## config.mk

```make
export PLATFORM = sky130hd
export DESIGN_NAME = sbus_frame_decoder_top
export DESIGN_NICKNAME = d
export VERILOG_FILES = /design/src/sv/sbfd_pkg.sv /design/src/sv/sbfd_collect.sv /design/src/sv/sbfd_jobq.sv /design/src/sv/sbfd_emit.sv /design/src/sv/sbus_frame_decoder_top.sv
export SDC_FILE = /design/constraint.sdc
export NUM_CORES = 1
export LEC_CHECK = 0
export ABC_CLOCK_PERIOD_IN_PS = 23500
export BUFFER_PORTS_ARGS = -buffer_cell sky130_fd_sc_hd__buf_2
export CAP_MARGIN = 20
export CORE_MARGIN = 8
export CORE_UTILIZATION = 52
export CTS_CLUSTER_DIAMETER = 150
export CTS_CLUSTER_SIZE = 24
export DETAILED_ROUTE_END_ITERATION = 16
export PLACE_DENSITY = 0.68
export SLEW_MARGIN = 30
export SYNTH_ARGS = -nofsm -noshare
export SYNTH_HDL_FRONTEND = slang
export SYNTH_SLANG_ARGS = --single-unit
```

## constraint.sdc

```tcl
create_clock -name clk -period 23.5 [get_ports clk]
set_input_delay 4.7 -clock clk [delete_from_list [all_inputs] [get_ports clk]]
set_output_delay 4.7 -clock clk [all_outputs]
set_load 0.01 [all_outputs]
```

## src/sv/sbfd_pkg.sv

```systemverilog
// shared types and constants of the sbus frame decoder
package sbfd_pkg;

  localparam int FRAME_STORED  = 24;
  localparam int PAYLOAD_BYTES = 22;
  localparam int PAYLOAD_W     = PAYLOAD_BYTES * 8;
  localparam int NUM_CH        = 16;
  localparam int CH_W          = 11;
  localparam int CH_IDX_W      = $clog2(NUM_CH);
  localparam int COUNT_W       = $clog2(FRAME_STORED + 1);
  localparam int FLAG_W        = 4;
  localparam int REG_IDX_W     = 1;
  localparam int REG_W         = 8;

  localparam logic [REG_IDX_W-1:0] REG_HEADER = 1'd0;
  localparam logic [REG_IDX_W-1:0] REG_END    = 1'd1;

  typedef enum logic [1:0] {
    ST_CHANNEL = 2'd0,
    ST_ERROR   = 2'd1,
    ST_DESYNC  = 2'd2
  } status_t;

  // one unit of work for the back part
  typedef struct packed {
    status_t                kind;
    logic [PAYLOAD_W-1:0]   payload;
    logic [FLAG_W-1:0]      flags;
  } job_t;

  // queue status seen by front and back
  typedef struct packed {
    logic full;
    logic valid;
  } q_ctrl_t;

endpackage

```

## src/sv/sbfd_collect.sv

```systemverilog
// front part: register file, byte collection and frame check
module sbfd_collect
  import sbfd_pkg::*;
(
  input  logic                 clk,
  input  logic                 rst,
  input  logic                 push,
  input  logic                 command,
  input  logic [7:0]           data_byte,
  input  logic                 wr_en,
  input  logic [REG_IDX_W-1:0] wr_index,
  input  logic [REG_W-1:0]     wr_data,
  input  q_ctrl_t              qs,
  output logic                 job_push,
  output job_t                 job
);

  logic [7:0]         header_byte;
  logic [7:0]         end_byte;
  logic [COUNT_W-1:0] byte_count;
  // shift line: newest byte at position 0, first byte ends at the top
  logic [7:0]         frame [FRAME_STORED];
  logic               accept;
  logic               frame_done;

  assign accept     = push && !qs.full;
  assign frame_done = !command && (byte_count == COUNT_W'(FRAME_STORED));
  assign job_push   = accept && (command || frame_done);

  always_comb begin
    for (int j = 0; j < PAYLOAD_BYTES; j++) begin
      job.payload[8*j +: 8] = frame[PAYLOAD_BYTES - j];
    end
    job.flags = frame[0][FLAG_W-1:0];
    if (command) begin
      job.kind = ST_DESYNC;
    end else if (frame[FRAME_STORED-1] != header_byte || data_byte != end_byte) begin
      job.kind = ST_ERROR;
    end else begin
      job.kind = ST_CHANNEL;
    end
  end

  always_ff @(posedge clk) begin
    if (rst) begin
      header_byte <= 8'h0F;
      end_byte    <= 8'h00;
    end else if (wr_en) begin
      unique case (wr_index)
        REG_HEADER: header_byte <= wr_data;
        REG_END:    end_byte    <= wr_data;
      endcase
    end
  end

  always_ff @(posedge clk) begin
    if (rst) begin
      byte_count <= '0;
    end else if (accept) begin
      if (command || frame_done) begin
        byte_count <= '0;
      end else begin
        byte_count <= byte_count + COUNT_W'(1);
      end
    end
  end

  always_ff @(posedge clk) begin
    if (accept && !command && !frame_done) begin
      frame[0] <= data_byte;
      for (int k = 1; k < FRAME_STORED; k++) begin
        frame[k] <= frame[k-1];
      end
    end
  end

endmodule

```

## src/sv/sbfd_jobq.sv

```systemverilog
// two-entry job queue between front and back
module sbfd_jobq
  import sbfd_pkg::*;
(
  input  logic    clk,
  input  logic    rst,
  input  logic    job_push,
  input  job_t    job_in,
  input  logic    job_pop,
  output q_ctrl_t qs,
  output job_t    head
);

  job_t       mem [2];
  logic       wptr;
  logic       rptr;
  logic [1:0] count;

  assign qs.full  = (count == 2'd2);
  assign qs.valid = (count != 2'd0);
  assign head     = mem[rptr];

  always_ff @(posedge clk) begin
    if (rst) begin
      wptr  <= 1'b0;
      rptr  <= 1'b0;
      count <= 2'd0;
    end else begin
      if (job_push) begin
        wptr <= ~wptr;
      end
      if (job_pop) begin
        rptr <= ~rptr;
      end
      unique case ({job_push, job_pop})
        2'b10:   count <= count + 2'd1;
        2'b01:   count <= count - 2'd1;
        default: count <= count;
      endcase
    end
  end

  always_ff @(posedge clk) begin
    if (job_push) begin
      mem[wptr] <= job_in;
    end
  end

endmodule

```

## src/sv/sbfd_emit.sv

```systemverilog
// back part: channel unpacking into the result register
module sbfd_emit
  import sbfd_pkg::*;
(
  input  logic                clk,
  input  logic                rst,
  input  q_ctrl_t             qs,
  input  job_t                head,
  output logic                job_pop,
  input  logic                pop,
  output logic                empty,
  output logic [1:0]          status,
  output logic [CH_IDX_W-1:0] channel_index,
  output logic [CH_W-1:0]     channel_value,
  output logic                failsafe,
  output logic                link_lost,
  output logic                ch17_flag,
  output logic                ch18_flag,
  output logic                last
);

  logic [CH_IDX_W-1:0] ch;
  logic                out_valid;
  logic                load;
  logic                ch_last;

  assign empty   = !out_valid;
  assign load    = qs.valid && (!out_valid || pop);
  assign ch_last = (ch == CH_IDX_W'(NUM_CH - 1));
  assign job_pop = load && (head.kind != ST_CHANNEL || ch_last);

  always_ff @(posedge clk) begin
    if (rst) begin
      out_valid <= 1'b0;
      ch        <= '0;
    end else begin
      if (load) begin
        out_valid <= 1'b1;
      end else if (pop) begin
        out_valid <= 1'b0;
      end
      if (load && head.kind == ST_CHANNEL) begin
        ch <= ch_last ? '0 : ch + CH_IDX_W'(1);
      end
    end
  end

  always_ff @(posedge clk) begin
    if (load) begin
      status <= head.kind;
      unique case (head.kind)
        ST_CHANNEL: begin
          channel_index <= ch;
          channel_value <= head.payload[CH_W*ch +: CH_W];
          failsafe      <= head.flags[3];
          link_lost     <= head.flags[2];
          ch17_flag     <= head.flags[0];
          ch18_flag     <= head.flags[1];
          last          <= ch_last;
        end
        default: begin
          channel_index <= '0;
          channel_value <= '0;
          failsafe      <= 1'b1;
          link_lost     <= 1'b1;
          ch17_flag     <= 1'b0;
          ch18_flag     <= 1'b0;
          last          <= 1'b1;
        end
      endcase
    end
  end

endmodule

```

## src/sv/sbus_frame_decoder_top.sv

```systemverilog
// top level of the sbus frame decoder
//
//  channel  | handshake          | payload
//  ---------+--------------------+------------------------------------------
//  input    | push / full        | command, data_byte
//  result   | empty / pop        | status, channel_index, channel_value,
//           |                    | failsafe, link_lost, ch17/ch18_flag, last
//  config   | wr_en (no wait)    | wr_index, wr_data
//
// one item accepted per cycle while full is low; a byte that finishes a frame
// or a timeout queues one job in the two-entry job queue
// the back part gives one result per cycle while pop keeps up: sixteen for a
// good frame, one for error or desync; the result register sets this pace
// full rises only when both job slots are taken, so bytes keep flowing while
// results of the previous frame still wait to be popped
// rst is synchronous and active high: empties queue and result register,
// clears the byte count and restores header_byte 0x0F and end_byte 0x00
module sbus_frame_decoder_top
  import sbfd_pkg::*;
(
  input  logic                 clk,
  input  logic                 rst,
  // input queue side
  input  logic                 push,
  output logic                 full,
  input  logic                 command,
  input  logic [7:0]           data_byte,
  // register writes
  input  logic                 wr_en,
  input  logic [REG_IDX_W-1:0] wr_index,
  input  logic [REG_W-1:0]     wr_data,
  // result queue side
  output logic                 empty,
  input  logic                 pop,
  output logic [1:0]           status,
  output logic [CH_IDX_W-1:0]  channel_index,
  output logic [CH_W-1:0]      channel_value,
  output logic                 failsafe,
  output logic                 link_lost,
  output logic                 ch17_flag,
  output logic                 ch18_flag,
  output logic                 last
);

  q_ctrl_t qs;
  logic    job_push;
  logic    job_pop;
  job_t    job;
  job_t    head;

  assign full = qs.full;

  // front: collects bytes, checks header and end byte, builds jobs
  sbfd_collect u_collect (
    .clk       (clk),
    .rst       (rst),
    .push      (push),
    .command   (command),
    .data_byte (data_byte),
    .wr_en     (wr_en),
    .wr_index  (wr_index),
    .wr_data   (wr_data),
    .qs        (qs),
    .job_push  (job_push),
    .job       (job)
  );

  // holds a snapshot of each finished frame so the shift line can refill
  sbfd_jobq u_jobq (
    .clk      (clk),
    .rst      (rst),
    .job_push (job_push),
    .job_in   (job),
    .job_pop  (job_pop),
    .qs       (qs),
    .head     (head)
  );

  // back: walks the channels of the head job into the result register
  sbfd_emit u_emit (
    .clk           (clk),
    .rst           (rst),
    .qs            (qs),
    .head          (head),
    .job_pop       (job_pop),
    .pop           (pop),
    .empty         (empty),
    .status        (status),
    .channel_index (channel_index),
    .channel_value (channel_value),
    .failsafe      (failsafe),
    .link_lost     (link_lost),
    .ch17_flag     (ch17_flag),
    .ch18_flag     (ch18_flag),
    .last          (last)
  );

endmodule

```

==> flow_metrics.tcl, run 1 <==
set metrics [dict create \
    antenna_found_initial 2 \
    r2r_slack_ps 20120 \
    synth_edf_count 578 \
    portBuffers 46 \
    final_cell_mix "edfxtp_1, mux4_2, mux2i_1, buf_2, a21oi_1" \
    finalNonFillerCells 1599 \
    synth_seq_cells 609 \
    ys_seq_area_share_pct 82.2 \
    crit_path_start_kind "primary input" \
    cts.sinks 609 \
    insertion_delay_ps 590 \
    maxSlewViolCount 0 \
    vias 9329 \
    path_cells "buf_2, o211ai_1, nor2_4, buf_16, buf_6" \
    slew_headroom_pct 38.8 \
    antenna_cells 0 \
    area_delta_synth_final_pct 7.85 \
    synth_cell_type_count 43 \
    grt_max_degree 95 \
    fin_crit_ps 6390 \
    drive_gt1_share_pct 18.5 \
    whs_path_depth 0 \
    start_util_pct 52.3 \
    p_per_area_nw_per_um2 96.3 \
    routedWlPerCell_um 24.5 \
    grt_pass1_vias 9667 \
    wl_um 39100 \
    p_leak_nw 7.28 \
    worstPathMaxFanout 72 \
    cp.arrival_ps 6620 \
    grt_first_pass_wirelength_um 59500 \
    hold_viol 0 \
    placedCellCount 1557 \
    worst_pin_slew_ps 918 \
    slowest_delay_ps 550 \
    max_freq_ghz 0.156 \
    clock_path_buffers 3 \
    synth_nets 1027 \
    reg2reg_to "u_emit.channel_value[1]" \
    critPathRequiredTime_ps 23720 \
    syn_inst 1000 \
    chipHeight_um 221 \
    endpoint_kind "flip-flop" \
    root_buffer "clkbuf_16" \
    worst-setup-path-type "in2reg" \
    cts_inserted_buffers 29 \
    nNetsFinal 1076 \
    async_flop_share_pct 0 \
    hp-class "reg2reg" \
    final_util_pct 56.5 \
    via_per_inst 5.83 \
    dr.first_iter.drc_count 947 \
    synth_flop_cell "edfxtp_1" \
    dp_hpwl_um 24000 \
    rsz0062_at_grt "false" \
    worstHoldEndpoint "u_collect.frame[0][13]" \
    fin_tns_setup_ps 0 \
    drv_cap 0 \
    clk_pin_slew_ps 90 \
    yosys_warnings 0 \
    crit_slowest_cell "buf_6" \
    postCtsSetupRepairBufs 0 \
    postSynthAreaPerCell_um2 21.9 \
    fin_skew_ps 22.3 \
    fin_crit_sh_pct 27.2 \
    htreeDepth 1 \
    drtPass1Iterations 5 \
    ios 47 \
    r2r-start "u_emit.ch[1]" \
    overflow 0 \
    ctsHoldBuffers 0 \
    drc 0 \
    min-delay-start "u_collect.frame[0][5]" \
    cts_resized 0 \
    core_um2 41800 \
    reg2regPathDepth 5 \
    fp.dieArea_um2 48800 \
    total_power_mw 2.27 \
    gp_congestion 0.753 \
    num_rows 75 \
    status "complete, no violations" \
    netlist_area_um2 21900 \
    ant_nets 0 \
    grt.total_usage_pct 15.9 \
    ir_drop_v 0.0000621 \
    die_w_um 221 \
    setup_viol 0 \
    mostFrequentLayoutCell "edfxtp_1" \
    tritoncts "yes" \
]
[power by group]
part / total [mW] / switching [mW] / leakage, nW / internal (mW)
logic: 0.339 / 0.186 / 1.30 / 0.153
clock network: 0.535 / 0.305 / 0.379 / 0.230
registers: 1.40 / 0.0690 / 5.60 / 1.33
[state kept, by name (all words and copies together), names as in the netlist, named ones only]
register	flops
u_jobq.mem	364
u_collect.frame	192
u_emit.channel_value	11
u_collect.end_byte	8
u_collect.header_byte	8
u_collect.byte_count	5
u_emit.ch	4
u_emit.channel_index	4
u_emit.status	2
u_jobq.count	2
u_emit.ch17_flag	1
u_emit.ch18_flag	1
u_emit.failsafe	1
u_emit.last	1
u_emit.link_lost	1
u_emit.out_valid	1
u_jobq.rptr	1
u_jobq.wptr	1
[through the flow]
| step | setup slack [ps] | cell area, um^2 | hold WS (ps) |
|---|---|---|---|
| 5_1_grt | 16980 | 23600 | 441 |
| 2_1_floorplan | 7400 | 21900 | 400 |
| 3_5_place_dp | 16220 | 22800 | 405 |
| 6_report | 17110 | 23600 | 427 |
| 3_3_place_gp | 15990 | 22700 | 402 |
| 4_1_cts | 16850 | 23600 | 428 |
[worst max-delay path, delay by kind of cell]
family / cells / cell delay, ps
compound gates: 1 / 290
simple gates: 1 / 530
buf+inv: 3 / 990
[routing by layer]
metal	part of all wire (%)	global-route usage [%]	wire length [um]	vias up
met5	0	0	0	-
met4	1.4	3.29	564	0
met3	5.3	2.20	2060	40
met2	50	26.5	19500	253
met1	43	22.3	17000	4897
li1	-	-	-	4139
[layout make-up]
type	instances	area, um^2
timing repair buffer	62	443
fill	3007	18200
multi-input combinational	339	3660
inverter	8	30.0
tap	539	674
sequential	609	18000
clock inverter	1	16.3
clock buffer	41	771
[worst max path at each step]
stage                                    endpoint  startpoint  depth (start not counted)  slack (ps)
after floorplan           u_collect.byte_count[0]        push                          3        7400
after global placement          u_jobq.mem[1][85]     command                          4       15990
after detailed placement       u_jobq.mem[1][143]     command                          5       16220
after CTS                       u_jobq.mem[1][39]     command                          5       16850
after global routing            u_jobq.mem[1][39]     command                          5       16980
final                           u_jobq.mem[1][60]     command                          5       17110
[kinds of logic after synthesis]
family                   after synthesis  share of synthesized area [%]
AO/OA/AOI/OAI                         86                           2.42
buffers and inverters                 52                           1.19
adder cells (fa/ha/maj)                4                          0.229
multiplexers                         142                           11.0
flip-flops                           609                           82.2
XOR/XNOR                              19                          0.761
AND/OR/NAND/NOR                       88                           2.17
[synthesized netlist by cell type (2+ instances only)]
library cell  count  area share, %
buf_1             3          0.052
nand3b_1          2          0.069
nor3_1           12           0.27
o21ai_0           9           0.21
inv_1             7           0.12
nor2b_1          11           0.31
edfxtp_1        578             79
a21oi_1          33           0.76
buf_2            10           0.23
buf_6             7           0.36
o31ai_1           2          0.069
nand3_1          11           0.25
mux2_2           12           0.62
nor3b_1           2          0.069
a22oi_1          22           0.76
o22ai_1          11           0.31
nand2b_1          3          0.086
nor2_1           18           0.31
xnor2_1           2          0.080
a211o_1           4           0.16
ha_1              4           0.23
nor4_1            4           0.11
nand2_1          14           0.24
dfxtp_1          31            2.8
xor2_1           17           0.68
clkbuf_1         24           0.41
mux2i_1          52            2.4
mux4_2           77            7.9
or3_1             3          0.086
o21ai_1           2          0.046
(Power assumes the default switching activity.)
==> run 2, diff against run 1 <==
--- a/config.mk
+++ b/config.mk
@@ -5,7 +5,7 @@
 export SDC_FILE = /design/constraint.sdc
 export NUM_CORES = 1
 export LEC_CHECK = 0
-export ABC_CLOCK_PERIOD_IN_PS = 23500
+export ABC_CLOCK_PERIOD_IN_PS = 6200
 export BUFFER_PORTS_ARGS = -buffer_cell sky130_fd_sc_hd__buf_2
 export CAP_MARGIN = 20
 export CORE_MARGIN = 8
==> constraint.sdc (replaced) <==
create_clock -name clk -period 6.2 [get_ports clk]
set_input_delay 1.24 -clock clk [delete_from_list [all_inputs] [get_ports clk]]
set_output_delay 1.24 -clock clk [all_outputs]
set_load 0.01 [all_outputs]
==> run 2 against run 1 <==
  * Critical path type is now reg2reg
  * Clock power increased to 3.8 times the previous value
  * Wire length increased by 1.3%
  * Critical path depth unchanged
  * Sequential power increased to 3.8 times the previous value
==> flow_metrics.tcl, run 2 (same netlist as run 1, synthesis figures left out) <==
set metrics [dict create \
    cp.arrival_ps 3470 \
    placedCellCount 1557 \
    total_power_mw 8.62 \
    htreeDepth 1 \
    via_per_inst 5.86 \
    slowest_delay_ps 730 \
    overflow 0 \
    num_rows 75 \
    path_cells "buf_12, mux4_2, mux4_2, o22ai_1, nor3_1" \
    fin_skew_ps 26.3 \
    final_util_pct 56.5 \
    vias 9383 \
    ios 47 \
    grt_max_degree 106 \
    chipHeight_um 221 \
    crit_family "multiplexers" \
    fin_ws_ps 3050 \
    worst-setup-path-type "reg2reg" \
    area_delta_synth_final_pct 8.00 \
    gp_congestion 0.787 \
    ir_drop_v 0.000242 \
    grt.total_usage_pct 15.9 \
    status "complete, no violations" \
    postCtsSetupRepairBufs 0 \
    finalNonFillerCells 1600 \
    reg_top3 "u_jobq.mem x364, u_collect.frame x192, u_emit.channel_value x11" \
    grt_pass1_vias 9424 \
    fin_crit_ps 3150 \
    slew_headroom_pct 38.2 \
    critPathRequiredTime_ps 6530 \
    start_util_pct 52.3 \
    drv_cap 0 \
    cts_resized 0 \
    nNetsFinal 1078 \
    hold_viol 0 \
    final_cell_mix "edfxtp_1, mux4_2, mux2i_1, buf_2, a21oi_1" \
    crit_slowest_cell "dfxtp_4" \
    max_freq_ghz 0.318 \
    dp_hpwl_um 24000 \
    cts_inserted_buffers 29 \
    antenna_cells 0 \
    wl_um 39600 \
    routedWlPerCell_um 24.8 \
    core_um2 41800 \
    endpoint_kind "flip-flop" \
    p_per_area_nw_per_um2 365 \
    fin_crit_sh_pct 50.8 \
    maxSlewViolCount 0 \
    top_register "u_jobq.mem" \
    dr.first_iter.drc_count 904 \
    fp.dieArea_um2 48800 \
    worstPathMaxFanout 92 \
    ant_nets 0 \
    antenna_found_initial 2 \
    critPathBufInv 1 \
    critPathMostFrequentCell "mux4_2" \
    clk_pin_slew_ps 90 \
    ctsHoldBuffers 0 \
    drc 0 \
    crit_path_start_kind "flip-flop" \
    largest_register_ffs 364 \
    die_w_um 221 \
    insertion_delay_ps 590 \
    drive_gt1_share_pct 18.5 \
    dp_slack_ps 2570 \
    portBuffers 46 \
    grt_first_pass_wirelength_um 59700 \
    rsz0062_at_grt "false" \
    cts.sinks 609 \
    clock_path_buffers 3 \
    drtPass1Iterations 4 \
    mostFrequentLayoutCell "edfxtp_1" \
    setup_viol 0 \
    root_buffer "clkbuf_16" \
    p_leak_nw 7.29 \
    worst_pin_slew_ps 926 \
    hp-class "reg2reg" \
    tritoncts "yes" \
]
==> run 2: cell count changes in the layout (fill, tap and decap cells not counted) <==
| cell | previous run | this run |
|---|---|---|
| buf_16 | 3 | 2 |
| clkbuf_1 | 12 | 11 |
| buf_6 | 2 | 0 |
| inv_2 | 2 | 1 |
| buf_12 | 2 | 6 |
| nor2b_1 | 8 | 9 |
| buf_4 | 9 | 10 |
| nor2b_2 | 3 | 2 |
| o21ai_0 | 8 | 9 |
| inv_1 | 6 | 7 |
| o21ai_1 | 3 | 2 |
==> run 2: cell type report <==
cell class | count | area (um^2)
clock buffer | 40 | 767
clock inverter | 1 | 16.3
fill | 3009 | 18200
inverter | 8 | 30.0
multi-input combinational | 339 | 3650
sequential | 609 | 18000
tap | 539 | 674
timing repair buffer | 64 | 480
==> run 2: worst register-to-register path: stages (launching register included) <==
cell	delay, ps
dfxtp_4	730
buf_12	550
mux4_2	690
mux4_2	500
o22ai_1	320
nor3_1	110
==> run 2: final timing paths <==
kind / startpoint / end / slack, ps / cells past startpoint
setup / recovery: flip-flop / u_emit.channel_value[8] / 3050 / 5
hold / removal: u_collect.frame[0][5] / u_collect.frame[0][13] / 430 / 0
setup reg to reg: flip-flop / u_emit.channel_value[8] / 3050 / 5
hold reg to reg: u_collect.frame[0][5] / u_collect.frame[0][13] / 430 / 0
==> run 2: where the power goes <==
part	total, mW	switching [mW]	internal, mW
Clock	2.02	1.15	0.868
Sequential	5.28	0.246	5.03
Combinational	1.32	0.727	0.596
==> run 2: per-layer routing <==
layer  routed length (um)  track usage [%]
met1                17600             23.1
met2                18900             25.4
met3                 2240             2.62
met4                  846             3.75
met5                    0                0
==> run 2: through the flow <==
stage / hold WS, ps / area [um^2] / TNS (ps)
floorplan: 400 / 21900 / -333230
global placement: 401 / 22800 / 0
detailed placement: 407 / 22800 / 0
CTS: 428 / 23500 / 0
global route: 443 / 23600 / 0
finish: 427 / 23600 / 0
==> run 3, diff against run 2 <==
--- a/config.mk
+++ b/config.mk
@@ -5,7 +5,7 @@
 export SDC_FILE = /design/constraint.sdc
 export NUM_CORES = 1
 export LEC_CHECK = 0
-export ABC_CLOCK_PERIOD_IN_PS = 6200
+export ABC_CLOCK_PERIOD_IN_PS = 3000
 export BUFFER_PORTS_ARGS = -buffer_cell sky130_fd_sc_hd__buf_2
 export CAP_MARGIN = 20
 export CORE_MARGIN = 8
==> constraint.sdc (replaced) <==
create_clock -name clk -period 3 [get_ports clk]
set_input_delay 0.6 -clock clk [delete_from_list [all_inputs] [get_ports clk]]
set_output_delay 0.6 -clock clk [all_outputs]
set_load 0.01 [all_outputs]
==> run 3 against run 2 <==
  * Register-to-register slack got worse by 2500 ps
  * Combinational power increased by 120%
  * Critical path depth unchanged
  * Via count grew 1.9%
  * Total power is 110% higher
  * Non-clock buffer count increased by 29
  * Clock power up 110%
  * Die area unchanged
  * Sequential share of layout area is 0.88 points lower
  * Hold slack got worse by 210 ps
  * Critical path type unchanged
  * Highest routed layer unchanged
==> flow_metrics.tcl, run 3 (same netlist as run 1, synthesis figures left out) <==
set metrics [dict create \
    postCtsSetupRepairBufs 0 \
    antenna_found_initial 4 \
    r2r_slack_ps 510 \
    mostFrequentLayoutCell "edfxtp_1" \
    clk_pin_slew_ps 90 \
    gr-usage-met2_pct 27.1 \
    htreeDepth 1 \
    busiest_layer "met2" \
    final_cell_mix "edfxtp_1, mux4_2, mux2i_1, buf_2" \
    fin_ws_ps 507 \
    final_util_pct 57.2 \
    fin_crit_ps 2490 \
    hold_viol 0 \
    gp_congestion 0.777 \
    cts_resized 0 \
    dr.first_iter.drc_count 1061 \
    fin_skew_ps 15.9 \
    hp-class "in2reg" \
    largest_register_ffs 364 \
    use_met3_pct 2.30 \
    drtPass1Iterations 4 \
    root_buffer "clkbuf_16" \
    postPlaceCellArea_um2 23100 \
    ios 47 \
    core_um2 41800 \
    dp_hpwl_um 27000 \
    grt.total_usage_pct 16.7 \
    reg_top3 "u_jobq.mem x364, u_collect.frame x192, u_emit.channel_value x11" \
    cp.arrival_ps 2820 \
    num_rows 75 \
    ant_nets 0 \
    status "complete, no violations" \
    dp_slack_ps 508 \
    reg2reg_to "u_emit.channel_value[5]" \
    ir_drop_v 0.000592 \
    finalNonFillerCells 1630 \
    area_delta_synth_final_pct 9.27 \
    max_freq_ghz 0.401 \
    top_register "u_jobq.mem" \
    start_util_pct 52.3 \
    endpoint_kind "flip-flop" \
    fillers 2973 \
    reg2regPathDepth 5 \
    total_power_mw 18.0 \
    insertion_delay_ps 580 \
    drc 0 \
    critPathRequiredTime_ps 3330 \
    die_w_um 221 \
    vias 9560 \
    routedWlPerCell_um 25.4 \
    tritoncts "yes" \
    worst-setup-path-type "reg2reg" \
    grt_pass1_vias 9634 \
    nNetsFinal 1107 \
    antenna_cells 0 \
    rsz0062_at_grt "false" \
    via_per_inst 5.87 \
    ctsHoldBuffers 0 \
    grt_first_pass_wirelength_um 61700 \
    chipHeight_um 221 \
    whs_path_depth 1 \
    wl_um 41400 \
    whs_ps 219 \
    fin_crit_sh_pct 83.1 \
    min-delay-start "data_byte[3]" \
    drv_cap 0 \
    setup_viol 0 \
    p_leak_nw 7.46 \
    worstPathMaxFanout 20 \
    cts.sinks 609 \
    crit_path_start_kind "flip-flop" \
    grt_use_met1_pct 24.4 \
    worst_pin_slew_ps 964 \
    worstHoldEndpoint "u_collect.frame[0][3]" \
    cts_inserted_buffers 29 \
    overflow 0 \
    slew_headroom_pct 35.7 \
    placedCellCount 1588 \
    fin_tns_setup_ps 0 \
    portBuffers 46 \
    drive_gt1_share_pct 20.8 \
    final_cell_area_um2 23900 \
    fp.dieArea_um2 48800 \
    clock_path_buffers 3 \
    grt_max_degree 64 \
    p_per_area_nw_per_um2 753 \
    maxSlewViolCount 0 \
]
==> run 3: final cells by class <==
cell class / instances / area, um^2 / share of cell area (%)
Sequential cell: 609 / 18000 / 75.3
Multi-Input combinational cell: 339 / 3650 / 15.3
Clock buffer: 41 / 771 / 3.23
Timing Repair Buffer: 93 / 758 / 3.17
Tap cell: 539 / 674 / 2.82
Inverter: 8 / 30.0 / 0.126
Clock inverter: 1 / 16.3 / 0.0681
==> run 3: worst max path at each step <==
stage	depth (start not counted)	end
2_1_floorplan	5	u_collect.frame[0][0]
3_3_place_gp	5	u_emit.channel_value[5]
3_5_place_dp	5	u_emit.channel_value[5]
4_1_cts	5	u_emit.channel_value[5]
5_1_grt	5	u_emit.channel_value[5]
6_report	5	u_emit.channel_value[5]
==> run 3: metal layers <==
layer | share of wire, % | wire (um)
met1 | 44 | 18200
met2 | 48 | 20000
met3 | 6.6 | 2740
met4 | 1.1 | 446
met5 | 0 | 0
==> run 3: critical path: stages (launching register included) <==
cell and delay, ps:
dfxtp_4 600, buf_4 340, mux4_2 540, mux2_2 290
o22ai_1 360, nor3_1 100
==> run 3: report_power, final <==
group / leakage [nW] / total (mW) / internal [mW] / switching [mW]
combinational: 1.48 / 2.87 / 1.31 / 1.55
clock: 0.379 / 4.21 / 1.80 / 2.41
sequential: 5.60 / 10.9 / 10.4 / 0.519
total: 7.46 / 18.0 / 13.5 / 4.48
